[src/rtl/core/hpbp_pkg.sv]
// ----------------------------------------------------------------------------
// hpbp_pkg: shared types and codes for the hpack header block parser
// Token and field codes, the queue item and the result token layout.
// ----------------------------------------------------------------------------
package hpbp_pkg;

  localparam int VALUE_W = 32;
  localparam int QDEPTH  = 4;
  localparam int QAW     = $clog2(QDEPTH);

  // token kinds
  localparam logic [1:0] TK_START    = 2'd0;
  localparam logic [1:0] TK_STR_HDR  = 2'd1;
  localparam logic [1:0] TK_STR_BYTE = 2'd2;
  localparam logic [1:0] TK_ERROR    = 2'd3;

  // field kinds
  localparam logic [2:0] FK_INDEXED = 3'd0;
  localparam logic [2:0] FK_INC_IDX = 3'd1;
  localparam logic [2:0] FK_NO_IDX  = 3'd2;
  localparam logic [2:0] FK_NEVER   = 3'd3;
  localparam logic [2:0] FK_SIZE    = 3'd4;

  // error codes
  localparam logic ERR_OVERFLOW   = 1'b0;
  localparam logic ERR_ZERO_INDEX = 1'b1;

  // parse phases
  localparam logic [2:0] PH_FIRST     = 3'd0;
  localparam logic [2:0] PH_FIELD_INT = 3'd1;
  localparam logic [2:0] PH_STR_HDR   = 3'd2;
  localparam logic [2:0] PH_STR_INT   = 3'd3;
  localparam logic [2:0] PH_STR_BYTES = 3'd4;

  localparam logic [2:0] CONT_MAX = 3'd7;
  localparam logic [6:0] PFX7_ONES = 7'h7f;

  // octet plus its decode as if it opened a field representation
  typedef struct packed {
    logic [7:0] octet;
    logic [2:0] kind;
    logic [6:0] prefix_val;
    logic       prefix_full;
  } hpbp_item_t;

  typedef struct packed {
    logic [1:0]         token_kind;
    logic [2:0]         field_kind;
    logic [VALUE_W-1:0] number;
    logic [7:0]         string_byte;
    logic               is_value;
    logic               huffman_coded;
    logic               last_of_string;
    logic               end_of_field;
    logic               error_code;
  } hpbp_token_t;

endpackage

[src/rtl/core/hpbp_front.sv]
// ----------------------------------------------------------------------------
// hpbp_front: octet classifier
// Decodes each octet as a representation opener: kind and prefix integer.
// ----------------------------------------------------------------------------
module hpbp_front import hpbp_pkg::*; (
  input  logic [7:0]  octet,
  output hpbp_item_t  item
);

  logic [6:0] mask;

  always_comb begin
    if (octet[7]) begin
      item.kind = FK_INDEXED;
      mask      = 7'h7f;
    end else if (octet[6]) begin
      item.kind = FK_INC_IDX;
      mask      = 7'h3f;
    end else if (octet[5]) begin
      item.kind = FK_SIZE;
      mask      = 7'h1f;
    end else if (octet[4]) begin
      item.kind = FK_NEVER;
      mask      = 7'h0f;
    end else begin
      item.kind = FK_NO_IDX;
      mask      = 7'h0f;
    end
    item.octet       = octet;
    item.prefix_val  = octet[6:0] & mask;
    item.prefix_full = (item.prefix_val == mask);
  end

endmodule

[config.mk]
export PLATFORM = sky130hd
export DESIGN_NAME = hpbp_front
export DESIGN_NICKNAME = d
export VERILOG_FILES = /design/src/rtl/core/hpbp_pkg.sv /design/src/rtl/core/hpbp_front.sv
export SDC_FILE = /design/constraint.sdc
export NUM_CORES = 1
export LEC_CHECK = 0
export ABC_AREA = 1
export BUFFER_PORTS_ARGS = -buffer_cell sky130_fd_sc_hd__buf_4
export CORE_AREA = 2 2 39 41
export DETAILED_ROUTE_END_ITERATION = 7
export DIE_AREA = 0 0 41 43
export MAX_ROUTING_LAYER = met4
export SYNTH_ARGS = -nofsm -noshare
export SYNTH_HDL_FRONTEND = slang
export SYNTH_SLANG_ARGS = --single-unit
[constraint.sdc]
create_clock -name vclk -period 1.1
set_clock_uncertainty 0.05 [all_clocks]
set_input_delay 0.11 -clock vclk [all_inputs]
set_output_delay 0.11 -clock vclk [all_outputs]
set_load 0.01 [all_outputs]
[Word-level counts from Yosys, hierarchy flattened]
Cells that the tools add are included.
Operators by class
  muxes and demuxes: 7
  bitwise gates (word level): 1
  equal/unequal tests: 1
Operators by type and width (count)
  3-bit 2-to-1 mux: 3
  7-bit bitwise AND: 1
  7-bit == test: 1
  7-bit 2-to-1 mux: 1
  6-bit 2-to-1 mux: 1
  5-bit 2-to-1 mux: 1
  1-bit 2-to-1 mux: 1
Storage, ports and cells
  register bits after elaboration: 0
  word-level logic and storage cells: 9
  output and inout bits: 19
  input bits: 8

[Depth between registers and ports, before layout]
Gate-level depths: netlist of run 1.
  depth in word-level cells: 5
  mapped depth: 4
  mapped depth without buffers: 4

[Worst setup path after synthesis of run 1]
OpenSTA, ideal clock, no wires.
  path type: input to output
  start: input port octet[7]
  end: output port item[0] in the netlist's numbering
  arrival: 483 ps
  slack: 457 ps
  path buffers: 0
  stages: 3
  data required time: 940 ps
  cell sequence: nor2_2 > a21oi_1 > nor2_1
RTL lines
  from (decl): line hpbp_front.sv:6  | input logic [7:0] octet,
  to (decl): line hpbp_front.sv:7  | output hpbp_item_t item

==> results.json, run 1 <==
{
  "whs_ps": 364.9,
  "relSlewSlack": 0.9042,
  "areaGrowthSynthToFinish_pct": 70.67,
  "setup_viol": 0,
  "first_global_vias": 170,
  "drt-total-wl_um": 475,
  "dr.pass1.iters": 2,
  "grt-ovfl-total": 0,
  "cts_resized": 0,
  "ys_seq_area_frac": 0,
  "start_kind": "input pin",
  "num_vias": 223,
  "final_common_cell": "buf_4",
  "rsz0062_at_grt": "no",
  "power_density_nw_per_um2": 405.5,
  "cp_slowest_cell": "nor2_2",
  "vias_per_cell": 3.431,
  "antenna_found_initial": 0,
  "min_to": "item[14]",
  "grt_max_degree": 6,
  "rows": 14,
  "synth_xor_area_frac": 0,
  "pin_count": 27,
  "cp_slowest_stage_delay_ps": 150,
  "fp.dieW_um": 41,
  "tightest_slew_ps": 143.5,
  "core-area_um2": 1384,
  "worstPathRequired_ps": 940,
  "ff_latch_area_um2": 0,
  "period_needed_ps": 878.7,
  "synth_top_cell_by_area": "buf_4",
  "grt_usage": 0.05118,
  "drt_iter0_drc": 2,
  "synth_cell_types": 8,
  "syn_inst": 34,
  "max_freq_ghz": 1.138,
  "critPathBufInv": 2,
  "timing_worst_setup_path_type": "in -> out",
  "crit_top_cell": "buf_4",
  "design.seq.count": 0,
  "wl_per_cell_um": 7.308,
  "synthAdderAreaFrac": 0,
  "diodes": 0,
  "avgSynthCellArea_um2": 5.520,
  "hold_depth": 2,
  "critPathTopFamily": "buffers and inverters",
  "synth_compound_area_frac": 0.05333,
  "crit_fanout": 5,
  "start_util": 0.1356,
  "dpl.hpwl_um": 439.1,
  "post-route-util": 0.2315,
  "hold_buffers": 0,
  "post_cts_buffers": 0,
  "die_h_um": 43,
  "mostFrequentLayoutCells": "buf_4 (27), nand2_1 (7), inv_1 (4), nor2_1 (4)",
  "worst_ep_arrival_time_ps": 720,
  "yosysTopAreaCellShare": 0.4800,
  "grt_pass1_wl_um": 669,
  "synthTopCellsByArea": "buf_4 (48%), nand2_1 (14%), inv_1 (8.0%)",
  "portBuffers": 27,
  "fin_tns_setup_ps": 0,
  "report.final.hold_viol_count": 0,
  "finalMaxSlewViolations": 0,
  "syn_area_um2": 187.7,
  "drive_gt1_frac": 0.6531,
  "cap_violations": 0,
  "synth_mux_area_frac": 0,
  "dieArea_um2": 1763,
  "synth_fp_nets": 42,
  "vdd_drop_max_uv": 123.8,
  "hp-class": "in -> out",
  "status": "finished clean",
  "leakagePower_nw": 0.1944,
  "gp_congestion": 0.6086,
  "critPathCaptureType": "output port",
  "min_from": "octet[3]",
  "worst-path-stages": 5,
  "finalCritPeriodShare": 0.7988,
  "drc": 0,
  "path_cells": "buf_4, nor2_2, a21oi_1, nor2_1, buf_4",
  "synth_top_family_by_area": "buffers and inverters",
  "final_nets": 59,
  "yosys.area_share.simple": 0.3467,
  "ant_nets": 0,
  "nClkBuffers": 0,
  "synth_warnings": 0
}
[cell usage after synthesis]
library cell	n
a21oi_1	2
nor2_4	1
nor2_2	2
inv_2	2
buf_4	12
nor2_1	4
nand2_1	7
inv_1	4
[layout make-up]
cell class | count | area (µm²)
well taps | 16 | 20.02
fillers | 164 | 1064
inverters | 6 | 22.52
repair buffers | 27 | 202.7
multi-input cells | 16 | 75.07
[kinds of logic after synthesis]
kind of cell           count (synthesis)
AOI/OAI and AO/OA                      2
buffers and inverters                 18
and+or+nand+nor                       14
[routing by layer]
layer / wire length [µm] / vias up / global-route usage
li1: - / 116 / -
met2: 238 / 14 / 0.09063
met5: 0 / - / -
met1: 169 / 93 / 0.06646
met4: 0 / 0 / 0
met3: 67 / 0 / 0
[report_power, final]
part	switching, mW	internal, mW	leakage, nW
Sequential	0	0	0
Clock	0	0	0
Combinational	0.0602	0.0696	0.194
[through the flow]
stage	worst slack (ps)	power (mW)	instance area (µm²)	cells
2_1_floorplan	456.9	0.07484	187.7	34
3_3_place_gp	231.0	0.1307	320.3	65
3_5_place_dp	218.5	0.1318	320.3	65
4_1_cts	215.6	0.1323	320.3	65
5_1_grt	162.5	0.1415	320.3	65
6_report	221.3	0.1299	320.3	65
[worst max path at each step]
stage | startpoint | end | slack, ps
after floorplan | octet[7] | item[0] | 460
after global placement | octet[7] | item[5] | 230
after detailed placement | octet[7] | item[0] | 220
after CTS | octet[7] | item[0] | 220
after global routing | octet[7] | item[5] | 160
final | octet[7] | item[0] | 220
Note: power is estimated with default switching activity, not from simulation.
==> run 2: changes to the inputs <==
- clock period: 1.1 -> 0.8 ns (I/O delays scaled with it)
==> run 2 against run 1 <==
  * First-iteration DRC count rose to 2.5 times the previous value
  * Via count rose by 1.8%
  * Count of clock-buffer cells in the layout did not move
  * Largest cell class unchanged
  * Largest power group unchanged
  * Critical path depth rose by 1
==> results.json, run 2 (same netlist as run 1, synthesis figures left out) <==
{
  "post_cts_buffers": 0,
  "crit_fanout": 3,
  "areaGrowthSynthToFinish_pct": 87.33,
  "stdcell_area_um2": 351.6,
  "critPathCaptureType": "output port",
  "hold_buffers": 0,
  "portBuffers": 27,
  "vias_per_cell": 3.388,
  "mostFrequentLayoutCells": "buf_4 (27), nand2_1 (7), inv_1 (4), nor2_1 (4)",
  "ff_latch_area_um2": 0,
  "power_density_nw_per_um2": 551.6,
  "leakagePower_nw": 0.2083,
  "drt_iter0_drc": 5,
  "max_freq_ghz": 1.296,
  "dr.pass1.iters": 4,
  "dieArea_um2": 1763,
  "grt_max_degree": 5,
  "core-area_um2": 1384,
  "worst_ep_arrival_time_ps": 640,
  "vdd_drop_max_uv": 143.9,
  "grt_pass1_wl_um": 724,
  "start_util": 0.1356,
  "place_area_um2": 335.3,
  "rows": 14,
  "finalCritPeriodShare": 0.9645,
  "diodes": 0,
  "whs_ps": 304.9,
  "period_needed_ps": 771.6,
  "status": "finished clean",
  "cap_violations": 0,
  "first_global_vias": 190,
  "ant_nets": 0,
  "drt-total-wl_um": 486,
  "nClkBuffers": 0,
  "pin_count": 27,
  "relSlewSlack": 0.9255,
  "final_common_cell": "buf_4",
  "antenna_found_initial": 0,
  "die_h_um": 43,
  "dpl.hpwl_um": 447.4,
  "final_nets": 61,
  "report.final.hold_viol_count": 0,
  "start_kind": "input pin",
  "setup_viol": 0,
  "tightest_slew_ps": 111.8,
  "hp-class": "in -> out",
  "num_vias": 227,
  "drc": 0,
  "fp.dieW_um": 41,
  "power_mw": 0.1939,
  "rsz0062_at_grt": "yes",
  "fill_cells": 163,
  "drive_gt1_frac": 0.6667,
  "grt-ovfl-total": 0,
  "gp_congestion": 0.6008,
  "grt_usage": 0.05527,
  "finalMaxSlewViolations": 0,
  "worstPathRequired_ps": 670,
  "fin_tns_setup_ps": 0,
  "timing_worst_setup_path_type": "in -> out",
  "design.seq.count": 0,
  "wl_per_cell_um": 7.254
}
## run 2: cell count changes in the layout (fill, tap and decap cells not counted)
cell,delta
buf_8,+1
buf_6,+1
nor2_4,+1
nor2_2,-1
## run 2: worst paths after layout
kind / start / end / slack, ps / cells after the start
worst max-delay path: octet[6] / item[5] / 30 / 6
worst min-delay path: octet[3] / item[14] / 300 / 2
## run 2: final cells by class
class                           instances  area, µm²  share of cell area
Timing Repair Buffer                   29      229.0              0.6512
Inverter                                6      22.52             0.06406
Tap cell                               16      20.02             0.05694
Multi-Input combinational cell         16      80.08              0.2278
## run 2: through the flow
stage	instances	util	worst slack (ps)
after floorplan	34	-	216.9
after global placement	67	0.2423	-12.15
after detailed placement	67	0.2423	-21.00
after CTS	67	0.2459	11.64
after global routing	67	0.2541	-7.932
final	67	0.2541	28.43
## run 2: critical path, stage by stage
cell    delay [ps]
buf_8          100
nor2_4         120
inv_2           60
nor2_4         120
nor2_2          40
buf_4          130
## run 2: repair_timing
item                                    CTS  global route
pin swaps                                 0             2
resized for setup                         1             3
endpoints found under the setup margin    1             1
## run 2: routing by layer
layer / global-route usage / vias to the layer above / routed length [µm]
li1: - / 121 / -
met3: 0 / 0 / 70
met2: 0.1000 / 14 / 248
met4: 0 / 0 / 0
met5: - / - / 0
met1: 0.06962 / 92 / 167
## run 2: power breakdown
| part | switching [mW] | total [mW] | internal, mW |
|---|---|---|---|
| Sequential | 0 | 0 | 0 |
| Clock | 0 | 0 | 0 |
| Combinational | 0.0856 | 0.194 | 0.108 |
| Total | 0.0856 | 0.194 | 0.108 |
==> run 3: changes to the inputs <==
- clock period: 0.8 -> 0.93 ns (I/O delays scaled with it)
==> run 3 against run 2 <==
  * Cell area down 8.9%
  * First-iteration DRC count decreased by 40%
  * Sequential share of layout area unchanged
  * Critical endpoint unchanged
==> results.json, run 3 (same netlist as run 1, synthesis figures left out) <==
{
  "status": "finished clean",
  "swShare": 0.4612,
  "power_density_nw_per_um2": 476.9,
  "power_mw": 0.1528,
  "finalMaxSlewViolations": 0,
  "drt_iter0_drc": 3,
  "diodes": 0,
  "wl_per_cell_um": 7.015,
  "worst_ep_arrival_time_ps": 700,
  "hp-class": "in -> out",
  "grt_pass1_wl_um": 607,
  "rows": 14,
  "final_nets": 59,
  "pin_count": 27,
  "ff_latch_area_um2": 0,
  "pwr-share-comb": 1.000,
  "areaGrowthSynthToFinish_pct": 70.67,
  "timing_worst_setup_path_type": "in -> out",
  "core-area_um2": 1384,
  "leakagePower_nw": 0.1944,
  "min_from": "octet[3]",
  "drive_gt1_frac": 0.6531,
  "dr.pass1.iters": 2,
  "worstPathRequired_ps": 790,
  "cts_resized": 0,
  "mostFrequentLayoutCells": "buf_4 (27), nand2_1 (7), inv_1 (4), nor2_1 (4)",
  "final_common_cell": "buf_4",
  "crit_fanout": 5,
  "dpl.hpwl_um": 405,
  "rsz0062_at_grt": "no",
  "ant_nets": 0,
  "relSlewSlack": 0.9011,
  "drc": 0,
  "fp.dieW_um": 41,
  "num_vias": 207,
  "start_util": 0.1356,
  "fin_tns_setup_ps": 0,
  "p_clk_frac": 0,
  "vdd_drop_max_uv": 110.5,
  "pwr-share-seq": 0,
  "drt-total-wl_um": 456,
  "setup_viol": 0,
  "portBuffers": 27,
  "intPower_mw": 0.08231,
  "antenna_found_initial": 0,
  "vias_per_cell": 3.185,
  "multi_input_area_um2": 75.07,
  "dieArea_um2": 1763,
  "grt_max_degree": 6,
  "die_h_um": 43,
  "nClkBuffers": 0,
  "post_cts_buffers": 0,
  "gp_congestion": 0.6048,
  "max_freq_ghz": 1.179,
  "tightest_slew_ps": 148.1,
  "hold_buffers": 0,
  "fill_cells": 162,
  "finalCritPeriodShare": 0.9118,
  "period_needed_ps": 848.0,
  "report.final.hold_viol_count": 0,
  "min_to": "item[14]",
  "grt_usage": 0.04606,
  "cap_violations": 0,
  "grt-ovfl-total": 0,
  "hold_depth": 2,
  "design.seq.count": 0,
  "switching_power_mw": 0.07045,
  "critPathCaptureType": "output port",
  "start_kind": "input pin",
  "first_global_vias": 150
}
-- run 3: cell types whose count changed in the layout (fill, tap and decap cells not counted), sizes merged --
cell | before | now
buf | 29 | 27
-- run 3: worst max path at each step --
stage,endpoint,slack (ps),start,cells past startpoint
6_report,item[5],80,octet[7],6
5_1_grt,item[0],30,octet[7],5
4_1_cts,item[5],70,octet[7],6
3_5_place_dp,item[5],80,octet[7],6
3_3_place_gp,item[5],100,octet[7],6
2_1_floorplan,item[0],320,octet[7],3
-- run 3: cell type report --
cell class	instances	share of cell area
Multi-Input combinational cell	16	0.2344
Inverter	6	0.07031
Tap cell	16	0.06250
Timing Repair Buffer	27	0.6328
-- run 3: routing by layer --
layer  vias to the layer above  track usage  part of all wire
met3                         0            0              0.12
li1                        117            -                 -
met2                        14      0.07500              0.48
met1                        76      0.06646              0.40
met5                         -            -                 0
met4                         0            0                 0
-- run 3: worst max-delay path, cell delays in order --
cell	delay, ps
buf_4	130
nor2_2	160
inv_2	70
nor2_4	90
nor2_2	40
buf_4	130
-- run 3: metrics by stage --
stage / cell area (µm²) / cells / hold WS [ps] / util / setup WS (ps)
2_1_floorplan: 187.7 / 34 / 163.0 / - / 320.9
3_3_place_gp: 320.3 / 65 / 330.5 / 0.2315 / 96.31
3_5_place_dp: 320.3 / 65 / 331.9 / 0.2315 / 80.19
4_1_cts: 320.3 / 65 / 332.6 / 0.2315 / 74.82
5_1_grt: 320.3 / 65 / 338.6 / 0.2315 / 28.91
6_report: 320.3 / 65 / 330.9 / 0.2315 / 82.04
-- run 3: power groups by stage --
stage,logic [mW],registers [mW],clock network (mW)
final,0.153,0,0
after global routing,0.166,0,0
after CTS,0.155,0,0
after detailed placement,0.155,0,0
after global placement,0.154,0,0
after floorplan,0.0885,0,0
