==> config.mk <==
export PLATFORM = sky130hd
export DESIGN_NAME = hpbp_back
export DESIGN_NICKNAME = d
export VERILOG_FILES = /design/src/rtl/core/hpbp_pkg.sv /design/src/rtl/core/hpbp_back.sv
export SDC_FILE = /design/constraint.sdc
export NUM_CORES = 1
export LEC_CHECK = 0
export CAP_MARGIN = 10
export CORE_AREA = 5 5 152 154
export CTS_CLUSTER_DIAMETER = 100
export DETAILED_ROUTE_END_ITERATION = 7
export DIE_AREA = 0 0 157 159
export DONT_BUFFER_PORTS = 1
export PLACE_DENSITY = 0.67
export REMOVE_ABC_BUFFERS = 1
export SLEW_MARGIN = 20
export SYNTH_ARGS = -nofsm -noshare
export SYNTH_HDL_FRONTEND = slang
export SYNTH_SLANG_ARGS = --single-unit
==> constraint.sdc <==
create_clock -name clk -period 8.2 [get_ports clk]
set_clock_uncertainty 0.1 [all_clocks]
set_input_delay 1.64 -clock clk [delete_from_list [all_inputs] [get_ports clk]]
set_output_delay 1.64 -clock clk [all_outputs]
set_load 0.01 [all_outputs]
==> src/rtl/core/hpbp_pkg.sv <==
// ----------------------------------------------------------------------------
// hpbp_pkg: shared types and codes for the hpack header block parser
// Token and field codes, the queue item and the result token layout.
// ----------------------------------------------------------------------------
package hpbp_pkg;

  localparam int VALUE_W = 32;
  localparam int QDEPTH  = 4;
  localparam int QAW     = $clog2(QDEPTH);

  // token kinds
  localparam logic [1:0] TK_START    = 2'd0;
  localparam logic [1:0] TK_STR_HDR  = 2'd1;
  localparam logic [1:0] TK_STR_BYTE = 2'd2;
  localparam logic [1:0] TK_ERROR    = 2'd3;

  // field kinds
  localparam logic [2:0] FK_INDEXED = 3'd0;
  localparam logic [2:0] FK_INC_IDX = 3'd1;
  localparam logic [2:0] FK_NO_IDX  = 3'd2;
  localparam logic [2:0] FK_NEVER   = 3'd3;
  localparam logic [2:0] FK_SIZE    = 3'd4;

  // error codes
  localparam logic ERR_OVERFLOW   = 1'b0;
  localparam logic ERR_ZERO_INDEX = 1'b1;

  // parse phases
  localparam logic [2:0] PH_FIRST     = 3'd0;
  localparam logic [2:0] PH_FIELD_INT = 3'd1;
  localparam logic [2:0] PH_STR_HDR   = 3'd2;
  localparam logic [2:0] PH_STR_INT   = 3'd3;
  localparam logic [2:0] PH_STR_BYTES = 3'd4;

  localparam logic [2:0] CONT_MAX = 3'd7;
  localparam logic [6:0] PFX7_ONES = 7'h7f;

  // octet plus its decode as if it opened a field representation
  typedef struct packed {
    logic [7:0] octet;
    logic [2:0] kind;
    logic [6:0] prefix_val;
    logic       prefix_full;
  } hpbp_item_t;

  typedef struct packed {
    logic [1:0]         token_kind;
    logic [2:0]         field_kind;
    logic [VALUE_W-1:0] number;
    logic [7:0]         string_byte;
    logic               is_value;
    logic               huffman_coded;
    logic               last_of_string;
    logic               end_of_field;
    logic               error_code;
  } hpbp_token_t;

endpackage

==> src/rtl/core/hpbp_back.sv <==
// ----------------------------------------------------------------------------
// hpbp_back: representation parser
// Walks the field and string phases, decodes prefix integers and registers
// at most one token per octet into the result stage.
// ----------------------------------------------------------------------------
module hpbp_back import hpbp_pkg::*; (
  input  logic        clk,
  input  logic        rst_n,
  input  logic        item_valid,
  input  hpbp_item_t  item,
  output logic        item_take,
  output logic        tok_valid,
  input  logic        tok_ready,
  output hpbp_token_t tok
);

  logic [2:0]         phase_r, phase_nxt;
  logic [2:0]         kind_r, kind_nxt;
  logic [VALUE_W-1:0] acc_r, acc_nxt;
  logic [2:0]         cnt_r, cnt_nxt;
  logic [VALUE_W-1:0] rem_r, rem_nxt;
  logic               iv_r, iv_nxt;
  logic               huff_r, huff_nxt;
  logic               tok_valid_r;
  hpbp_token_t        tok_r;

  hpbp_token_t        tk;
  logic               emit;
  logic               fd_go, ld_go;
  logic [VALUE_W-1:0] fd_val, ld_val;

  // continuation octet arithmetic
  logic [7:0]         b;
  logic [5:0]         shamt;
  logic [63:0]        add_w;
  logic [VALUE_W:0]   sum;
  logic               int_ovf, int_pend;

  assign b         = item.octet;
  assign item_take = item_valid && (!tok_valid_r || tok_ready);
  assign tok_valid = tok_valid_r;
  assign tok       = tok_r;

  always_comb begin
    shamt    = {cnt_r, 3'b000} - {3'b000, cnt_r};
    add_w    = {57'd0, b[6:0]} << shamt;
    sum      = {1'b0, acc_r} + {1'b0, add_w[VALUE_W-1:0]};
    int_ovf  = (add_w[63:VALUE_W] != '0) || sum[VALUE_W] ||
               (b[7] && (cnt_r == CONT_MAX));
    int_pend = b[7];
  end

  always_comb begin
    phase_nxt = phase_r;
    kind_nxt  = kind_r;
    acc_nxt   = acc_r;
    cnt_nxt   = cnt_r;
    rem_nxt   = rem_r;
    iv_nxt    = iv_r;
    huff_nxt  = huff_r;
    emit      = 1'b0;
    fd_go     = 1'b0;
    ld_go     = 1'b0;
    fd_val    = '0;
    ld_val    = '0;
    tk        = '0;

    case (phase_r)
      PH_FIELD_INT, PH_STR_INT: begin
        if (int_ovf) begin
          emit          = 1'b1;
          tk.token_kind = TK_ERROR;
          tk.error_code = ERR_OVERFLOW;
          phase_nxt     = PH_FIRST;
        end else if (int_pend) begin
          acc_nxt = sum[VALUE_W-1:0];
          cnt_nxt = cnt_r + 1'b1;
        end else if (phase_r == PH_FIELD_INT) begin
          fd_go  = 1'b1;
          fd_val = sum[VALUE_W-1:0];
        end else begin
          ld_go  = 1'b1;
          ld_val = sum[VALUE_W-1:0];
        end
      end
      PH_STR_HDR: begin
        huff_nxt = b[7];
        if (b[6:0] != PFX7_ONES) begin
          ld_go  = 1'b1;
          ld_val = VALUE_W'(b[6:0]);
        end else begin
          acc_nxt   = VALUE_W'(PFX7_ONES);
          cnt_nxt   = '0;
          phase_nxt = PH_STR_INT;
        end
      end
      PH_STR_BYTES: begin
        emit              = 1'b1;
        rem_nxt           = (rem_r != '0) ? rem_r - 1'b1 : rem_r;
        tk.token_kind     = TK_STR_BYTE;
        tk.string_byte    = b;
        tk.is_value       = iv_r;
        tk.huffman_coded  = huff_r;
        tk.last_of_string = (rem_nxt == '0);
        tk.end_of_field   = (rem_nxt == '0) && iv_r;
        if (rem_nxt == '0) begin
          if (iv_r) begin
            phase_nxt = PH_FIRST;
          end else begin
            iv_nxt    = 1'b1;
            phase_nxt = PH_STR_HDR;
          end
        end
      end
      default: begin
        kind_nxt = item.kind;
        if (!item.prefix_full) begin
          fd_go  = 1'b1;
          fd_val = VALUE_W'(item.prefix_val);
        end else begin
          acc_nxt   = VALUE_W'(item.prefix_val);
          cnt_nxt   = '0;
          phase_nxt = PH_FIELD_INT;
        end
      end
    endcase

    // prefix integer of a field representation complete
    if (fd_go) begin
      emit = 1'b1;
      if ((kind_nxt == FK_INDEXED) && (fd_val == '0)) begin
        tk.token_kind = TK_ERROR;
        tk.error_code = ERR_ZERO_INDEX;
        phase_nxt     = PH_FIRST;
      end else if ((kind_nxt == FK_INDEXED) || (kind_nxt == FK_SIZE)) begin
        tk.token_kind   = TK_START;
        tk.number       = fd_val;
        tk.end_of_field = 1'b1;
        phase_nxt       = PH_FIRST;
      end else begin
        tk.token_kind = TK_START;
        tk.number     = fd_val;
        iv_nxt        = (fd_val != '0);
        phase_nxt     = PH_STR_HDR;
      end
    end

    // string length complete
    if (ld_go) begin
      emit             = 1'b1;
      tk.token_kind    = TK_STR_HDR;
      tk.number        = ld_val;
      tk.is_value      = iv_r;
      tk.huffman_coded = huff_nxt;
      if (ld_val == '0) begin
        tk.last_of_string = 1'b1;
        tk.end_of_field   = iv_r;
        if (iv_r) begin
          phase_nxt = PH_FIRST;
        end else begin
          iv_nxt    = 1'b1;
          phase_nxt = PH_STR_HDR;
        end
      end else begin
        rem_nxt   = ld_val;
        phase_nxt = PH_STR_BYTES;
      end
    end

    tk.field_kind = kind_nxt;
  end

  always_ff @(posedge clk) begin
    if (!rst_n) begin
      phase_r     <= PH_FIRST;
      kind_r      <= FK_INDEXED;
      acc_r       <= '0;
      cnt_r       <= '0;
      rem_r       <= '0;
      iv_r        <= 1'b0;
      huff_r      <= 1'b0;
      tok_valid_r <= 1'b0;
    end else begin
      if (item_take) begin
        phase_r     <= phase_nxt;
        kind_r      <= kind_nxt;
        acc_r       <= acc_nxt;
        cnt_r       <= cnt_nxt;
        rem_r       <= rem_nxt;
        iv_r        <= iv_nxt;
        huff_r      <= huff_nxt;
        tok_valid_r <= emit;
      end else if (tok_ready) begin
        tok_valid_r <= 1'b0;
      end
    end
  end

  always_ff @(posedge clk) begin
    if (item_take && emit) begin
      tok_r <= tk;
    end
  end

endmodule

; ---- After elaboration in Yosys (flattened, before gate mapping)
; Cells that the tools add are included.
[word_totals]
output_inout_bits = 52
reg_bits = 126
input_bits = 23
[classes]
n_eq_ne = 13
n_addsub = 4
muxes = 75
bitwise_logic = 1
shifts = 1
reduce_logical = 25
[ops]
columns = operator, n
row1 = $mux W32, 17
row2 = $pmux W32 S2, 2
row3 = $logic_not A32 Y1, 3
row4 = $pmux W32 S3, 1
row5 = $reduce_bool A32 Y1, 3
row6 = $shl A7 B6 Y64, 1
row7 = $mux W3, 12
row8 = $add A32 B32 Y33, 1
row9 = $sub A32 B1 Y32 const B, 1
row10 = $mux W1, 25
row11 = $pmux W3 S3, 2
row12 = $mux W2, 8
row13 = $mux W7, 2
row14 = $ne A4 B4 Y1 const B, 3
row15 = $eq A3 B3 Y1 const B, 3
row16 = $mux W4, 2
row17 = $ne A7 B7 Y1 const B, 1
row18 = $eq A3 B2 Y1 const B, 2
row19 = $ne A2 B2 Y1 const B, 3
row20 = $pmux W1 S2, 3
row21 = $reduce_and A6 Y1, 1
row22 = $reduce_bool A6 Y1, 1
row23 = $sub A6 B3 Y6, 1
row24 = $logic_and A1 B1 Y1, 5
row25 = 12 further kinds, 16

; ---- Longest topological paths before layout
[logic_depth]
depth_word = 14
ltp_mapped = 26
mapped_depth_nobuf = 20

; ---- Worst setup path after synthesis
; OpenSTA, ideal clock, no wires.
[synth_path]
path_kind = input to register
startpoint = input item[16] (netlist name)
endpoint = register tok_r (netlist bit tok[0]), enable pin
setup_slack_ns = 2.230
stages = 16
setup_time_ns = 0.404
t_arrival_ns = 5.465
n_path_buf = 2
cell_sequence = clkbuf_1 -> mux2_2 -> nand2_1 -> mux2_2 -> nor2_1 -> ha_1 -> clkbuf_1 -> nand4_1 -> a211oi_1 -> o21ai_0 -> a22oi_1 -> nand4_1 -> a41o_1 -> nand2_1 -> o21ai_0 -> inv_1
[synth_via]
elab_chain_cells = 9
elab_cells_between_ends = 16
cone_classes = 1 x add/sub / 1 x eq/ne / 1 x shift / 9 x mux / 4 x reduce/logical
[synth_lines]
columns = item, line_no
row1 = start: declaration, hpbp_back.sv:10  ; input hpbp_item_t item,
row2 = $shl A7 B6 Y64, hpbp_back.sv:46  ; add_w = {57'd0, b[6:0]} << shamt;
row3 = $add A32 B32 Y33 or $reduce_bool A32 Y1 (tied branches), "hpbp_back.sv:47, hpbp_back.sv:48"
row4 = $logic_or A1 B1 Y1 (2 in series), hpbp_back.sv:48  ; int_ovf = (add_w[63:VALUE_W] != '0) || sum[VALUE_W] ||
row5 = $mux W1, hpbp_back.sv:70  ; if (int_ovf) begin
row6 = $pmux W1 S2, hpbp_back.sv:68  ; case (phase_r)
row7 = $mux W1, hpbp_back.sv:129  ; if (fd_go) begin
row8 = $mux W1 *, hpbp_back.sv:149  ; if (ld_go) begin
row9 = $logic_and A1 B1 Y1 *, hpbp_back.sv:200  ; if (item_take && emit) begin
row10 = end signal: assignment, hpbp_back.sv:201  ; tok_r <= tk;
row11 = end: declaration, hpbp_back.sv:25  ; hpbp_token_t tok_r;
; Mark *: on every way between the ends. The rest lies on a longest branch, timed or not.
; A chain may end at the register's enable or synchronous reset.

; ---- Worst setup path in the final report
[layout_path]
startpoint = register cnt_r[0]
endpoint = register rem_r[18]
[layout_via]
elab_chain_cells = 10
elab_cells_between_ends = 17
cone_classes = 2 x add/sub / 1 x eq/ne / 1 x shift / 8 x mux / 5 x reduce/logical
[layout_lines]
columns = item, line_no
row1 = start: declaration, hpbp_back.sv:20  ; logic [2:0] cnt_r, cnt_nxt;
row2 = start signal: assignment, hpbp_back.sv:188  ; cnt_r <= cnt_nxt;
row3 = $sub A6 B3 Y6, hpbp_back.sv:45  ; shamt = {cnt_r, 3'b000} - {3'b000, cnt_r};
row4 = $shl A7 B6 Y64, hpbp_back.sv:46
row5 = $add A32 B32 Y33 or $reduce_bool A32 Y1 (tied branches), "hpbp_back.sv:47, hpbp_back.sv:48"
row6 = $mux W32 or $logic_or A1 B1 Y1 (tied branches), "hpbp_back.sv:78, hpbp_back.sv:48"
row7 = $mux W32 or $logic_or A1 B1 Y1 (tied branches), "hpbp_back.sv:75, hpbp_back.sv:48"
row8 = $mux W32, hpbp_back.sv:70
row9 = $pmux W32 S2, hpbp_back.sv:68
row10 = $logic_not A32 Y1, hpbp_back.sv:155  ; if (ld_val == '0) begin
row11 = $mux W32, hpbp_back.sv:155
row12 = $mux W32 *, hpbp_back.sv:149
row13 = end signal: assignment, hpbp_back.sv:189  ; rem_r <= rem_nxt;
row14 = end: declaration, hpbp_back.sv:21  ; logic [VALUE_W-1:0] rem_r, rem_nxt;
; Marks and branches as above.

==> impl_results.md <==
* Status: finished, final reports clean
* Post-CTS Setup Repair Bufs at 0
* CP endpoint: rem_r[18]
* Avg Synthesized Cell Area at 7.866 sq um
* Cell area after placement at 9629 sq um
* Final worst path period need at 7392 ps
* Final HPWL from detailed placement at 22970 microns
* Count of distinct cell types in the synthesized netlist at 91
* Max transition margin at 0.3248
* Leak Pwr at 3.713 nW
* Fraction of final layout cells sized beyond drive strength 1 at 0.07325
* Timing startpoint of the critical path: cnt_r[0]
* Startpoint of the most critical register-to-register path: cnt_r[0]
* Num rows at 54
* Area Growth Syn to Fin at 7.152%
* Post-synth top area cell: dfxtp_1
* Final global-route overflow total at 0
* Transition time of the tightest slew-check pin at 1013 ps
* Die boundary height at 159 microns
* Detailed Routing Iterations Pass 1 at 6
* Post-cts gate resize count at 0
* Starting density of the core at 0.4424
* Most numerous cell in the Yosys netlist: nor2_1
* Setup repair after global routing missed its margin: no
* Synthesized flop and latch total at 126
* CP dominant cell by count: nor2_1
* Reg-to-reg slack, setup at 810 ps
* Vias in the first global route at 8811
* Series of cell instances along the critical path: buf_4 > inv_1 > ha_1 > mux2i_4 > nor2_1 > nor2_1 > o32a_1 > nor2_1 > ha_1 > a21oi_1 > o221ai_1 > a311oi_2 > nand2_1 > o311ai_2 > o31a_1 > o2111ai_1 > nand4bb_1 > a21oi_2 > buf_4 > nand3_1 > o221ai_1
* Die width at 157 microns
* Summed negative setup slack over all endpoints at 0 ps
* Power Dens Cells at 317.9 nW/um^2
* Final hold violation count at 0
* Cts hold-fix bufs at 0
* Number of placed I/O pins at 75
* Drt wl/cell at 22.11 microns
* Share of the yosys chip area belonging to registers at 0.3171
* # fillers at 2123
* Arrival time of the worst setup path at 7640 ps
* Inserted Clock Buffers at 17
* Int Pwr at 1.798 mW
* Wire length of the first global-routing pass at 50020 microns
* Warnings from Yosys at 0
* Number of setup violations in the final report at 0
* Area occupied by registers at 3023 sq um
* Capture instance of the worst register-to-register path: rem_r[18]
* Relative contribution of sequential cells to total power at 0.319
* Hold/Removal Path Class: reg -> reg
* TritonCTS clock tree: built
* Average vias per placed instance at 6.567
* Slowest cell on the critical path: ha_1
* Critical path class: reg -> reg
* Switching power at 1.449 mW
* Maximum net fanout on the critical path at 34
* Total GRT Usage at 0.2515
* Count of unresolved DRC violations after routing at 0
* Clock group share of total power at 0.236
* Final estimated routing congestion in global placement at 1.026
* Top post-synthesis cells by area: dfxtp_1, edfxtp_1, nor2_1, a21oi_1, ha_1
* Fin area at 10220 sq um
* H-tree levels at 4
* Worst-case reg-to-reg path depth at 21
* Final max-slew violation count at 0
* Worst vdd ir at 0.2079 mV
* Largest net degree at the start of global routing at 57
* Die area at 24960 sq um
* Type of element launching the critical path: register
* Post-synth EDFFs at 50
* Maximum capacitance violations at 0
* Number of clock sinks seen by CTS at 126
* Number of antenna violations at the first check in global routing at 0
* Area occupied by multi-input gates at 6046 sq um
* Final total power at 3.248 mW
* Type of element capturing the critical path: register
* Dominant combinational cell family by area after synthesis: simple AND/OR/NAND/NOR gates
* Clock transition at the registers of the reported paths at 60 ps
* Clock Path Buffers at 2
* Sw Share at 0.4463
* DRC marker count from the first detailed-route iteration at 961
* Commonest cells in the synthesized netlist: nor2_1, nand2_1, a21oi_1
* Antenna Diode Count at 0
* Share of async-settable or async-resettable flops after synthesis at 0
* Remaining antenna violation count at 0
* Post-layout net count at 1222
* CTS root buf: clkbuf_16
* Post-synthesis simple-gate area fraction at 0.2676
* Post-synthesis adder-cell area fraction at 0.05066
* Total length of routed wires at 32150 microns
* Port Buffers at 0
* Data required time of the worst path at 8440 ps
* Insertion delay of the later-clocked pin in the worst-skew pair at 440 ps
* Final period utilization at 0.9015
* Post-Synth XOR/XNOR Area at 0.03491
* Post-synthesis cell area at 9534 sq um
* Top_reg_cell synth: dfxtp_1
* Routed via count at 9548
* Number of instances in the synthesized netlist at 1212
* Synth Area in Compound Gates at 0.2541
* Share of Yosys cell area claimed by the top area cell type at 0.1596
* Multiplexer area fraction after synthesis at 0.02651
* Placeable core area at 21550 sq um
* Max Freq at 135.3 MHz
* Share of power burned in combinational logic at 0.445
* Worst hold slack at 358.1 ps
* Critical path's largest stage delay at 1080 ps
## critical path, delay by kind of cell (launching register included)
kind,cells,cell delay (ps)
AO/OA/AOI/OAI,9,2670
adder cells (fa/ha/maj),2,1460
AND/OR/NAND/NOR,6,1230
buffers and inverters,3,1030
multiplexers,1,460
flip-flops,1,330
## placed cells by master (no fill, tap or decap), types with 6 or more instances in the layout
cell type  instances
a211oi_1          16
a21o_1            11
a21oi_1          109
a221o_1           10
a22oi_1            7
a31oi_1           16
and2_1            13
and3_1            16
buf_4             16
clkbuf_16         17
dfxtp_1           76
edfxtp_1          50
ha_1              37
inv_1             22
mux2_2             6
mux2i_1           11
nand2_1          114
nand2b_1          14
nand3_1           35
nand4_1           25
nor2_1           148
nor2b_1           12
nor3_1            61
nor4_1            18
o211ai_1          19
o21a_1             9
o21ai_0           59
o221ai_1          14
o22ai_1            8
o31ai_1            7
or2_2              9
or3_1             20
or4_1              9
xnor2_1           26
xor2_1            12
## layout make-up
| type | count | area share |
|---|---|---|
| clock buffers | 17 | 0.04164 |
| clock inverters | 15 | 0.01568 |
| inverters | 24 | 0.008941 |
| multi-input cells | 976 | 0.5918 |
| flip-flops and latches | 126 | 0.2959 |
| well taps | 280 | 0.03429 |
| repair buffers | 16 | 0.01176 |
## worst min path at each step
stage	from	end	slack (ps)	cells past startpoint
detailed placement	acc_r[10]	acc_r[10]	350	2
floorplan	acc_r[30]	acc_r[30]	340	2
global placement	acc_r[10]	acc_r[10]	350	2
global route	acc_r[10]	acc_r[10]	370	2
CTS	acc_r[10]	acc_r[10]	360	2
finish	acc_r[10]	acc_r[10]	360	2
## cell families (layout without fill, tap and decap cells)
| logic type | after synthesis | count (layout) |
|---|---|---|
| multiplexers | 21 | 21 |
| adder cells (fa/ha/maj) | 38 | 38 |
| flip-flops | 126 | 126 |
| buffers and inverters | 110 | 72 |
| AND/OR/NAND/NOR | 519 | 519 |
| XOR/XNOR | 38 | 38 |
| AO/OA/AOI/OAI | 360 | 360 |
## sequential cells by signal, summed over array words and instances, names as in the netlist
register and count:
iv_r 1, cnt_r 3, huff_r 1, kind_r 3, phase_r 3, rem_r 32, acc_r 32, tok 50
tok_valid 1
## power by group through the flow
stage,sequential [mW],combinational [mW],clock (mW)
CTS,1.04,1.42,0.770
detailed placement,1.05,1.41,0
finish,1.04,1.45,0.767
global placement,1.05,1.40,0
floorplan,1.01,1.03,0
global route,1.05,1.58,0.795
## metrics by stage
step,instances,utilization,worst slack (ps)
after global placement,1422,0.4468,1183
after CTS,1454,0.4739,1024
final,1454,0.4740,807.8
after global routing,1454,0.4740,265.0
after floorplan,1126,-,957.6
after detailed placement,1422,0.4468,1038
## routing by layer
| layer | vias to the layer above | track usage | share of wire | routed length, microns |
|---|---|---|---|---|
| met5 | - | 0 | 0 | 0 |
| met3 | 81 | 0.04730 | 0.080 | 2571 |
| li1 | 4456 | - | - | - |
| met4 | 0 | 0.08955 | 0.030 | 974 |
| met2 | 444 | 0.3979 | 0.46 | 14690 |
| met1 | 4567 | 0.3424 | 0.43 | 13910 |
No activity file was read; power rests on OpenSTA's default activity.
