===== src/rtl/core/hpbp_pkg.sv =====
// ----------------------------------------------------------------------------
// hpbp_pkg: shared types and codes for the hpack header block parser
// Token and field codes, the queue item and the result token layout.
// ----------------------------------------------------------------------------
package hpbp_pkg;

  localparam int VALUE_W = 32;
  localparam int QDEPTH  = 4;
  localparam int QAW     = $clog2(QDEPTH);

  // token kinds
  localparam logic [1:0] TK_START    = 2'd0;
  localparam logic [1:0] TK_STR_HDR  = 2'd1;
  localparam logic [1:0] TK_STR_BYTE = 2'd2;
  localparam logic [1:0] TK_ERROR    = 2'd3;

  // field kinds
  localparam logic [2:0] FK_INDEXED = 3'd0;
  localparam logic [2:0] FK_INC_IDX = 3'd1;
  localparam logic [2:0] FK_NO_IDX  = 3'd2;
  localparam logic [2:0] FK_NEVER   = 3'd3;
  localparam logic [2:0] FK_SIZE    = 3'd4;

  // error codes
  localparam logic ERR_OVERFLOW   = 1'b0;
  localparam logic ERR_ZERO_INDEX = 1'b1;

  // parse phases
  localparam logic [2:0] PH_FIRST     = 3'd0;
  localparam logic [2:0] PH_FIELD_INT = 3'd1;
  localparam logic [2:0] PH_STR_HDR   = 3'd2;
  localparam logic [2:0] PH_STR_INT   = 3'd3;
  localparam logic [2:0] PH_STR_BYTES = 3'd4;

  localparam logic [2:0] CONT_MAX = 3'd7;
  localparam logic [6:0] PFX7_ONES = 7'h7f;

  // octet plus its decode as if it opened a field representation
  typedef struct packed {
    logic [7:0] octet;
    logic [2:0] kind;
    logic [6:0] prefix_val;
    logic       prefix_full;
  } hpbp_item_t;

  typedef struct packed {
    logic [1:0]         token_kind;
    logic [2:0]         field_kind;
    logic [VALUE_W-1:0] number;
    logic [7:0]         string_byte;
    logic               is_value;
    logic               huffman_coded;
    logic               last_of_string;
    logic               end_of_field;
    logic               error_code;
  } hpbp_token_t;

endpackage


===== src/rtl/core/hpbp_queue.sv =====
// ----------------------------------------------------------------------------
// hpbp_queue: classified octet queue
// Short fifo between the classifier and the parser state machine.
// ----------------------------------------------------------------------------
module hpbp_queue import hpbp_pkg::*; (
  input  logic       clk,
  input  logic       rst_n,
  input  logic       push,
  input  hpbp_item_t push_item,
  output logic       full,
  input  logic       pop,
  output logic       empty,
  output hpbp_item_t pop_item
);

  hpbp_item_t     mem [QDEPTH];
  logic [QAW-1:0] wr_ptr_r, wr_ptr_nxt;
  logic [QAW-1:0] rd_ptr_r, rd_ptr_nxt;
  logic [QAW:0]   count_r, count_nxt;

  assign full     = (count_r == (QAW+1)'(QDEPTH));
  assign empty    = (count_r == '0);
  assign pop_item = mem[rd_ptr_r];

  always_comb begin
    wr_ptr_nxt = push ? wr_ptr_r + 1'b1 : wr_ptr_r;
    rd_ptr_nxt = pop ? rd_ptr_r + 1'b1 : rd_ptr_r;
    count_nxt  = count_r + (QAW+1)'(push) - (QAW+1)'(pop);
  end

  always_ff @(posedge clk) begin
    if (!rst_n) begin
      wr_ptr_r <= '0;
      rd_ptr_r <= '0;
      count_r  <= '0;
    end else begin
      wr_ptr_r <= wr_ptr_nxt;
      rd_ptr_r <= rd_ptr_nxt;
      count_r  <= count_nxt;
    end
  end

  always_ff @(posedge clk) begin
    if (push) begin
      mem[wr_ptr_r] <= push_item;
    end
  end

endmodule


===== config.mk =====
export PLATFORM = sky130hd
export DESIGN_NAME = hpbp_queue
export DESIGN_NICKNAME = d
export VERILOG_FILES = /design/src/rtl/core/hpbp_pkg.sv /design/src/rtl/core/hpbp_queue.sv
export SDC_FILE = /design/constraint.sdc
export NUM_CORES = 1
export LEC_CHECK = 0
export BUFFER_PORTS_ARGS = -buffer_cell sky130_fd_sc_hd__buf_2
export CAP_MARGIN = 20
export CORE_MARGIN = 5
export CORE_UTILIZATION = 53
export CTS_BUF_LIST = sky130_fd_sc_hd__clkbuf_8
export DETAILED_ROUTE_END_ITERATION = 8
export PLACE_DENSITY = 0.77
export SLEW_MARGIN = 20
export SYNTH_ARGS = -nofsm -noshare
export SYNTH_HDL_FRONTEND = slang
export SYNTH_SLANG_ARGS = --single-unit

===== constraint.sdc =====
create_clock -name clk -period 1.55 [get_ports clk]
set_input_delay 0.31 -clock clk [delete_from_list [all_inputs] [get_ports clk]]
set_output_delay 0.31 -clock clk [all_outputs]
set_load 0.01 [all_outputs]

* Word level (Yosys, flattened, before mapping)
Memories as Yosys holds them, arrays and structs flattened. A register that Yosys moved wholly into a read port is not among the register bits. Cells that the tools add are included.
Cells by class: eq/ne operators 1, reduce and logical (&&, ||, !) cells 1, $add $sub $neg 4, multiplexer cells 4
Operator list (number):
- 2-bit by 1-bit adder with 2-bit output, second input constant | 2
- 2-bit 2-to-1 mux | 2
- 3-bit by 1-bit adder with 3-bit output | 1
- 3-bit == test, second input constant | 1
- 3-bit logical NOT | 1
- 3-bit by 1-bit subtractor with 3-bit output | 1
- 1-bit 2-to-1 mux | 2
Word-level totals: input port bits 23, RAM bits 76, flip-flop bits (word level) 7, memories kept 1
Memories:
- mem | words 4, width 19, rd ports 1, clocked after memory_dff 1, wr ports 1, line hpbp_queue.sv:16 | hpbp_item_t mem [QDEPTH];

* Longest topological paths before layout
Gate-level depths: netlist of run 1.
depth after elaboration 3, depth in mapped cells 7, depth with buffers taken out 7

* Worst setup path before layout of run 1
OpenSTA, ideal clock, no wires.
path kind register to register, start point register count_r[0], end point register count_r[2], buffers on the path 0, path slack -0.121 ns, period minus slack after synthesis 1.671 ns, data required time 1.433 ns, stages on the path, launching flop included 8, data arrival time 1.554 ns, cells stage by stage dfxtp_1 inv_1 ha_1 inv_1 ha_1 fa_1 xor3_1 nor2_1
Between the ends: word-level cells in the longest chain between the ends 2
Ends and longest elaborated chain:
- start: declaration | line hpbp_queue.sv:19 | logic [QAW:0] count_r, count_nxt;
- start signal: assignment | line hpbp_queue.sv:39 | count_r <= count_nxt;
- 3-bit by 1-bit adder with 3-bit output | line hpbp_queue.sv:28 | count_nxt = count_r + (QAW+1)'(push) - (QAW+1)'(pop);
- 3-bit by 1-bit subtractor with 3-bit output | line hpbp_queue.sv:28
No other way between the ends. A chain may end at the register's enable or synchronous reset.

==> key figures, run 1 <==
Worst hold path
  • Worst hold-check path type: in2reg

Timing
  • Hold Vio Cnt, Final: 0
  • Worst-margin pin slew: 0.288 ns
  • Post-layout min period: 1.83 ns
  • Final TNS setup: -4.80 ns
  • Setup Skew: 0.00579 ns
  • FMAX: 547 MHz
  • Final worst path period share: 1.18
  • Final setup margin: -0.278 ns
  • Unrepaired setup endpoints after global routing: yes
  • Hold slack: 0.194 ns
  • Final Slew Violations: 0
  • Slew margin rel.: 0.808
  • Final setup fails: 19

Global route
  • Total grt overflow: 0
  • Number of global-route vias before repair: 1,617
  • Initial antenna violation count: 0
  • GR Util met2: 0.257
  • GRT Total Usage: 0.148
  • Met1 usage: 0.172
  • Global-route wire length before repair: 8160 µm
  • GR peak layer: met2
  • Largest net degree at the start of global routing: 20
  • Grt met3 use: 0.0339

Floorplanning
  • Die Area: 7750 µm²
  • Row cnt: 28
  • Die W: 88.0 µm
  • Core ar.: 5920 µm²
  • IO Count: 44
  • Starting Density: 0.545
  • Die Y: 88.0 µm

Critical path
  • CP top delay family: multiplexers
  • Worst setup EP type: output pin
  • Slowest Stage Delay on Critical Path: 0.53 ns
  • Highest-delay cell along the critical path: mux4_2
  • R2R Setup Slk: 0.04 ns
  • Critical path arrival: 1.52 ns
  • Critical path cell sequence: buf_12 > mux4_2 > buf_6
  • CP Max Fanout: 9
  • Buf/Inv on CP: 2
  • Critical path type: reg2out
  • Startpoint Class: flip-flop
  • Critical path required time: 1.24 ns

Placement
  • Final HPWL DP: 3530 µm
  • RePlAce Congestion: 0.717
  • Placed Area: 3620 µm²
  • Pre-CTS setup slack: -0.110 ns
  • Placed instance count: 267
  • PortBufs: 43

Final layout
  • Finished Layout Cells: 282
  • Share of cells above drive strength 1: 0.444
  • Fillers: 401
  • Final Util: 0.642
  • Area added between synthesis and finish: 17.8%
  • Register area: 2470 µm²
  • Final #Nets: 233
  • N_diodes: 0
  • Fin area: 3800 µm²
  • Multi-input logic area: 692 µm²

Pwr
  • Sw frac: 0.219
  • Sw Pwr: 990 µW
  • Sequential Power Share: 0.594
  • VDD IR max: 730 µV
  • Clock network power share: 0.263
  • Power Density: 1190 nW/µm²
  • Leakage: 1.35 nW
  • Pint: 3.52 mW
  • Comb pwr share: 0.143
  • Total power: 4.51 mW

Routing
  • DRC violations left: 0
  • DR WL/cell: 18.1 µm
  • Routed vias: 1,467
  • Iter 0 DRT Violations: 68
  • First-pass DRT Iterations: 4
  • Routed WL: 5100 µm
  • Remaining antenna violation count: 0
  • Vias per cell: 5.20

Logic synthesis
  • Syn Std Cell Area: 3230 µm²
  • Synth unique cells: 20
  • Syn Inst Count: 142
  • Syn_nets: 172
  • Ranking of synthesized cells by area: edfxtp_1, mux4_1, mux4_2
  • Biggest area consumer among synthesized cells: edfxtp_1
  • Mean Syn Cell Area: 22.7 µm²
  • YS warnings: 0
  • Top cell type's share of synthesized area: 0.707
  • FF+latch count, synth: 85
  • Seq/Total Area, Yosys: 0.763

Clock tree
  • CTS tree: built
  • Clock Root Buffer: clkbuf_8
  • Number of setup buffers added after CTS: 0
  • # H-tree levels: 3
  • Cts bufs inserted: 9
  • Clock Latency Late Sink: 0.33 ns
  • Clock sinks: 85
  • CTS max path bufs: 2
  • Worst-path clk slew: 0.07 ns

Run status
  • Outcome: finished, violations left
  • Failing checks: setup timing

Run
  • Max Cap Viol: 0
-- final timing paths --
kind | startpoint | end | cells past startpoint
hold reg to reg | wr_ptr_r[1] | wr_ptr_r[1] | 2
setup / recovery | flip-flop | pop_item[11] | 3
hold / removal | push_item[8] | mem[0][8] | 1
setup reg to reg | count_r[0] | count_r[2] | 7
-- worst register-to-register path, delay by kind of cell, from the launching register on --
kind	cells	cell delay [ns]
and+or+nand+nor	1	0.04
DFF	1	0.34
xor gates and xnor gates	1	0.20
adders and majority gates	3	0.73
buffers and inverters	2	0.09
-- routing by layer --
| metal | up-vias | routed length (µm) |
|---|---|---|
| li1 | 688 | - |
| met1 | 736 | 1910 |
| met2 | 34 | 2850 |
| met3 | 9 | 235 |
| met4 | 0 | 101 |
| met5 | - | 0 |
-- registers in the layout, summed over array words and instances (netlist names), named ones only --
signal,cells
count_r,3
wr_ptr_r,2
mem,76
rd_ptr_r,2
-- cells in the final DEF (no fill, tap or decap), drive strengths merged --
master / instances
edfxtp: 76
inv: 10
mux4: 19
dfxtp: 9
xnor2: 2
clkinv: 3
buf: 54
fa: 1
nor2: 5
a21bo: 1
and3: 1
ha: 6
nand3b: 1
and2: 6
nor3: 1
clkbuf: 9
xor3: 1
mux2i: 1
a21oi: 1
-- cell type report --
cell class	count	area share
Clock buffer	9	0.0326
Clock inverter	6	0.00658
Inverter	7	0.00691
Multi-Input combinational cell	46	0.182
Sequential cell	85	0.649
Tap cell	75	0.0247
Timing Repair Buffer	54	0.0984
-- kinds of logic after synthesis --
| group | share of synthesized area |
|---|---|
| mux | 0.146 |
| flops | 0.763 |
| simple gates | 0.0233 |
| compound gates | 0.00465 |
| xor+xnor | 0.0128 |
| buf+inv | 0.0209 |
| fa+ha+maj | 0.0295 |
-- power by group through the flow --
stage	clock network, mW	registers [mW]	logic [mW]
after floorplan	0	2.71	0.376
after global placement	0	2.72	0.572
after detailed placement	0	2.73	0.601
after CTS	1.23	2.68	0.650
after global routing	1.34	2.70	0.701
final	1.19	2.68	0.644
-- Yosys cell counts --
cell / number
mux4_1: 9
a21oi_1: 1
fa_1: 1
mux2i_1: 1
nor3_1: 1
buf_2: 2
and2_1: 6
buf_6: 1
and3_1: 1
nor2_1: 5
inv_1: 7
xnor2_1: 2
dfxtp_1: 9
edfxtp_1: 76
a21bo_2: 1
nand3b_1: 1
ha_1: 6
mux4_2: 10
buf_12: 1
xor3_1: 1
-- timing repair --
item	CTS	global route
hold endpoints to repair	0	0
pin swaps	2	2
endpoints found under the setup margin	21	21
hold buffers	0	0
resized for setup	23	2
Power figures use the tool's default switching activity.
==> run 2: changes to the inputs <==
- CORE_MARGIN: 5 -> default
- MAX_ROUTING_LAYER: default -> met4
- clock period: 1.55 -> 1.6 ns (I/O delays scaled with it)
==> run 2 against run 1 <==
The flow still finishes with violations (setup timing). First-iteration DRC count rose by 49%. Flip-flop and latch count did not move. Global-route usage rose by 4.6 points. Non-clock buffer count rose by 4. Final cell count rose by 1.8%. Register-to-register slack barely moved. Critical path type unchanged. Critical endpoint is now pop_item[18]. Largest cell class unchanged. Largest power group unchanged.
==> key figures, run 2 (synthesis gave the netlist of run 1 again) <==
Final layout
  • Fillers: 389 (-3.0%)
  • Fin area: 3910 µm² (+2.8%)
  • Final #Nets: 237 (+1.7%)
  • Largest register FFs: 76 (unchanged)
  • Final Util: 0.664 (+0.0219)
  • Area added between synthesis and finish: 21.1%
  • Commonest cells after routing, fill and taps aside: edfxtp_1, buf_2, mux4_2
  • N_diodes: 0 (unchanged)
  • Share of cells above drive strength 1: 0.467 (+0.0225)
  • Commonest non-fill, non-tap cell in the layout: edfxtp_1
  • Largest regs: mem: 76 flops, count_r: 3 flops
  • Most flops, register: mem

Timing
  • Final worst path period share: 1.16
  • Final setup margin: -0.251 ns (+0.0268 ns)
  • Slew margin rel.: 0.662 (-0.146)
  • Worst-margin pin slew: 0.507 ns (+0.218 ns)
  • Final Slew Violations: 0 (unchanged)
  • Hold Vio Cnt, Final: 0 (unchanged)
  • FMAX: 540 MHz
  • Setup Skew: 0.00758 ns (+0.00180 ns)
  • Post-layout min period: 1.85 ns
  • Final setup fails: 19 (unchanged)
  • Unrepaired setup endpoints after global routing: yes

Worst hold path
  • Worst hold path startpoint: push_item[5]
  • Worst hold-check path type: in2reg

Critical path
  • Highest-delay cell along the critical path: mux4_2
  • Slowest Stage Delay on Critical Path: 0.52 ns (about the same)
  • CP top delay family: multiplexers
  • Buf/Inv on CP: 2 (unchanged)
  • Critical path arrival: 1.53 ns (about the same)
  • Reg2reg start: count_r[0]
  • Critical path required time: 1.28 ns (+0.04 ns)
  • Critical path type: reg2out
  • Worst setup EP type: output pin
  • Critical path cell sequence: buf_6 > mux4_2 > buf_6
  • Most frequent cell on the critical path: buf_6
  • CP Max Fanout: 5 (-4)
  • Startpoint Class: flip-flop

Run
  • Max Cap Viol: 0 (unchanged)

Clock tree
  • Number of setup buffers added after CTS: 0 (unchanged)
  • Clock Root Buffer: clkbuf_8
  • Worst-path clk slew: 0.08 ns (about the same)
  • CTS max path bufs: 2 (unchanged)
  • CTS tree: built
  • Clock Latency Late Sink: 0.34 ns (about the same)
  • Clock sinks: 85 (unchanged)
  • Hold_buf cts: 0 (unchanged)
  • Cts bufs inserted: 9 (unchanged)
  • # H-tree levels: 3 (unchanged)

Pwr
  • VDD IR max: 932 µV (+28%)
  • Leakage: 1.41 nW (+4.1%)
  • Power Density: 1200 nW/µm² (+1.1%)

Routing
  • DRC violations left: 0 (unchanged)
  • Routed WL: 5350 µm (+5.0%)
  • First-pass DRT Iterations: 4 (unchanged)
  • DR WL/cell: 18.6 µm (+3.2%)
  • Iter 0 DRT Violations: 101 (+49%)
  • Vias per cell: 5.28 (+1.5%)
  • Remaining antenna violation count: 0 (unchanged)
  • Routed vias: 1,516 (+3.3%)

Run status
  • Outcome: finished, violations left
  • Failing checks: setup timing

Floorplanning
  • IO Count: 44 (unchanged)
  • Core ar.: 5890 µm² (-0.59%)
  • Die Y: 80.0 µm (-9.1%)
  • Row cnt: 28 (unchanged)
  • Die W: 80.0 µm (-9.1%)
  • Starting Density: 0.548 (+0.00325)
  • Die Area: 6410 µm² (-17%)

Placement
  • Placed Area: 3620 µm² (+0.14%)
  • RePlAce Congestion: 0.680 (-5.2%)
  • PortBufs: 43 (unchanged)
  • Final HPWL DP: 3620 µm (+2.6%)

Global route
  • Initial antenna violation count: 0 (unchanged)
  • GRT Total Usage: 0.194 (+0.0455)
  • Largest net degree at the start of global routing: 20 (unchanged)
  • Total grt overflow: 0 (unchanged)
  • Number of global-route vias before repair: 1,674 (+3.5%)
  • Global-route wire length before repair: 8270 µm (+1.3%)
==> run 2: changes by cell type in the layout (fill, tap and decap cells not counted), sizes merged <==
cell,change
bufinv,+1
clkinv,-2
inv,+1
buf,+4
clkbuf,+1
==> run 2: worst paths after layout <==
| kind | end | slack, ns | cells past startpoint |
|---|---|---|---|
| setup / recovery | pop_item[18] | -0.25 | 3 |
| hold reg to reg | rd_ptr_r[1] | 0.56 | 2 |
| setup reg to reg | count_r[2] | 0.03 | 7 |
| hold / removal | mem[3][5] | 0.19 | 1 |
==> run 2: area by class of cell <==
type                            instances  area, µm²  area share
Sequential cell                        85       2470       0.631
Timing Repair Buffer                   58        439       0.112
Inverter                                7       26.3     0.00672
Multi-Input combinational cell         46        694       0.178
Tap cell                               75       93.8      0.0240
Clock inverter                          6       50.0      0.0128
Clock buffer                           10        138      0.0352
==> run 2: worst register-to-register path: cells and delay by family, from the launching register on <==
kind                       cells  cell delay (ns)
buffers and inverters          2             0.09
DFF                            1             0.35
adders and majority gates      3             0.75
and+or+nand+nor                1             0.12
xor gates and xnor gates       1             0.20
==> run 2: power breakdown <==
group	switching, mW	internal (mW)
clock	0.661	0.740
sequential	0.0525	2.55
combinational	0.306	0.383
==> run 2: through the flow <==
stage / hold slack, ns / setup TNS, ns / power (mW) / cells / setup slack (ns)
4_1_cts: 0.175 / -4.92 / 4.70 / 287 / -0.279
3_3_place_gp: 0.514 / -0.0115 / 3.18 / 271 / -0.0115
3_5_place_dp: 0.538 / -1.96 / 3.24 / 271 / -0.0963
5_1_grt: 0.172 / -5.74 / 4.89 / 287 / -0.321
6_report: 0.194 / -4.40 / 4.69 / 287 / -0.251
2_1_floorplan: 0.419 / 0 / 2.99 / 142 / 0.0911
==> run 2: timing repair <==
| item | 4_1_cts | 5_1_grt |
|---|---|---|
| gates cloned | 0 | 0 |
| resized for setup | 29 | 9 |
| endpoints found under the hold margin | 0 | 0 |
| setup endpoints to repair | 45 | 21 |
| pin swaps | 1 | 3 |
==> run 2: per-layer routing <==
| metal | track usage | up-vias | share of wire |
|---|---|---|---|
| met5 | - | - | 0 |
| met3 | 0.0583 | 7 | 0.043 |
| met2 | 0.326 | 42 | 0.57 |
| met4 | 0.0732 | 0 | 0.0084 |
| li1 | - | 697 | - |
| met1 | 0.219 | 770 | 0.38 |
==> run 3: changes to the inputs <==
- CORE_ASPECT_RATIO: default -> 0.6
- CTS_CLUSTER_SIZE: default -> 20
==> run 3 against run 2 <==
The flow still finishes with violations (setup timing). First-iteration DRC count shrank 23%. Setup slack lost 0.023 ns. Clock power grew 12%. Maximum frequency shrank 1.2%. Global-route usage shrank 0.80 points. Largest cell class unchanged. Hold slack lost 0.011 ns. Sequential share of layout area grew 0.10 points. Combinational power shrank 5.5%. Sequential power is essentially flat. Non-clock buffer count shrank 5. Cell area shrank 0.16%.
==> key figures, run 3 (synthesis gave the netlist of run 1 again) <==
Timing
  • Final Slew Violations: 0 (unchanged)
  • Hold Vio Cnt, Final: 0 (unchanged)
  • Post-layout min period: 1.87 ns (+0.0229 ns)
  • FMAX: 534 MHz (-1.2%)
  • Final worst path period share: 1.17 (+0.0143)
  • Setup Skew: 0.00921 ns (+0.00163 ns)
  • Slew margin rel.: 0.718 (+0.0556)
  • Final setup fails: 19 (unchanged)
  • Worst-margin pin slew: 0.423 ns (-0.0833 ns)
  • Final setup margin: -0.274 ns (-0.0229 ns)
  • Hold slack: 0.183 ns (-0.0108 ns)
  • Unrepaired setup endpoints after global routing: yes

Final layout
  • Share of cells above drive strength 1: 0.440 (-0.0274)
  • Area added between synthesis and finish: 20.9%
  • Most flops, register: mem
  • Commonest non-fill, non-tap cell in the layout: edfxtp_1
  • Largest register FFs: 76 (unchanged)
  • N_diodes: 0 (unchanged)
  • Commonest cells after routing, fill and taps aside: edfxtp_1, buf_2, mux4_2
  • Final #Nets: 232 (-2.1%)
  • Final Util: 0.681 (+0.0172)
  • Fin area: 3900 µm² (-0.16%)
  • Largest regs: mem: 76 flops, count_r: 3 flops

Critical path
  • Worst setup EP type: output pin
  • Reg2Reg Depth: 6 (-1)
  • Reg2reg start: count_r[0]
  • Critical path arrival: 1.55 ns (+0.02 ns)
  • Critical path type: reg2out
  • Critical path cell sequence: buf_8 > mux4_2 > buf_6
  • Buf/Inv on CP: 2 (unchanged)
  • CP Max Fanout: 7 (+2)
  • Startpoint Class: flip-flop
  • Critical path required time: 1.28 ns (about the same)
  • Highest-delay cell along the critical path: mux4_2
  • CP top delay family: multiplexers
  • Slowest Stage Delay on Critical Path: 0.54 ns (+0.02 ns)
  • R2R Setup Slk: 0.08 ns (+0.05 ns)
  • RR Endpoint: count_r[1]

Global route
  • GRT Total Usage: 0.186 (-0.00800)
  • Initial antenna violation count: 0 (unchanged)
  • Total grt overflow: 0 (unchanged)
  • Global-route wire length before repair: 8040 µm (-2.8%)
  • Largest net degree at the start of global routing: 20 (unchanged)
  • Number of global-route vias before repair: 1,578 (-5.7%)

Pwr
  • Leakage: 1.39 nW (-1.7%)
  • Sequential Power Share: 0.540 (-0.015)
  • VDD IR max: 632 µV (-32%)
  • Sw frac: 0.215 (-0.00211)
  • Sw Pwr: 1.04 mW (+1.7%)
  • Comb pwr share: 0.135 (-0.012)
  • Clock network power share: 0.325 (+0.026)
  • Power Density: 1230 nW/µm² (+2.8%)
  • Pint: 3.78 mW (+3.0%)

Placement
  • PortBufs: 43 (unchanged)
  • Final HPWL DP: 3460 µm (-4.3%)
  • RePlAce Congestion: 0.724 (+6.5%)
  • Placed Area: 3630 µm² (+0.17%)

Run status
  • Failing checks: setup timing
  • Outcome: finished, violations left

Worst hold path
  • WHS Path Cells: 1 (unchanged)
  • End of the worst hold path: mem[1][7]
  • Worst hold-check path type: in2reg
  • Worst hold path startpoint: push_item[7]

Floorplanning
  • Die Area: 6420 µm² (+0.15%)
  • Die W: 103 µm (+28%)
  • Row cnt: 21 (-25%)
  • Starting Density: 0.564 (+0.0151)
  • IO Count: 44 (unchanged)
  • Die Y: 62.5 µm (-22%)
  • Core ar.: 5730 µm² (-2.7%)

Clock tree
  • CTS tree: built
  • # H-tree levels: 3 (unchanged)
  • Clock Latency Late Sink: 0.34 ns (about the same)
  • Clock Root Buffer: clkbuf_8
  • Clock sinks: 85 (unchanged)
  • Worst-path clk slew: 0.08 ns (about the same)
  • Number of setup buffers added after CTS: 0 (unchanged)
  • CTS max path bufs: 2 (unchanged)
  • Cts bufs inserted: 9 (unchanged)

Routing
  • Iter 0 DRT Violations: 78 (-23%)
  • DRC violations left: 0 (unchanged)
  • First-pass DRT Iterations: 4 (unchanged)
  • DR WL/cell: 17.7 µm (-5.3%)
  • Routed vias: 1,509 (-0.46%)
  • Vias per cell: 5.26 (-0.46%)
  • Remaining antenna violation count: 0 (unchanged)
  • Routed WL: 5070 µm (-5.3%)

Run
  • Max Cap Viol: 0 (unchanged)
==> run 3: per-stage QoR <==
stage                     instances  worst slack (ns)  TNS (ns)  total power, mW
after floorplan                 142            0.0911         0             2.99
after global placement          271          -0.00845  -0.00853             3.19
after detailed placement        271           -0.0558    -0.174             3.23
after CTS                       287            -0.296     -5.05             4.82
after global routing            287            -0.333     -5.77             5.00
final                           287            -0.274     -4.60             4.82
==> run 3: metal layers <==
layer / up-vias / GRT usage / part of all wire
met5: - / - / 0
met4: 0 / 0.0581 / 0.012
met3: 9 / 0.0660 / 0.053
met2: 46 / 0.283 / 0.50
met1: 763 / 0.237 / 0.44
li1: 691 / - / -
==> run 3: power groups by stage <==
stage,Combinational [mW],Clock [mW],Sequential [mW]
floorplan,0.364,0,2.63
global placement,0.560,0,2.63
detailed placement,0.583,0,2.64
CTS,0.633,1.59,2.60
global route,0.705,1.68,2.61
finish,0.651,1.57,2.60
==> run 3: layout make-up <==
cell class	instances	area (µm²)
multi-input cells	46	669
repair buffers	53	427
clock buffers	9	124
fillers	375	1830
flip-flops and latches	85	2470
clock inverters	7	88.8
well taps	80	100
inverters	7	26.3
==> run 3: what timing repair did <==
action | in CTS | in global routing
hold buffers | 0 | 0
gates resized for setup | 22 | 8
gates cloned | 0 | 0
setup endpoints to repair | 19 | 21
pin swaps | 0 | 1
==> run 3: worst max-delay path by stage <==
stage | start | end | cells after the start
after detailed placement | flip-flop | pop_item[16] | 3
final | flip-flop | pop_item[18] | 3
after global placement | pop | count_r[2] | 7
after global routing | flip-flop | pop_item[18] | 3
after floorplan | count_r[0] | count_r[2] | 7
after CTS | flip-flop | pop_item[18] | 3
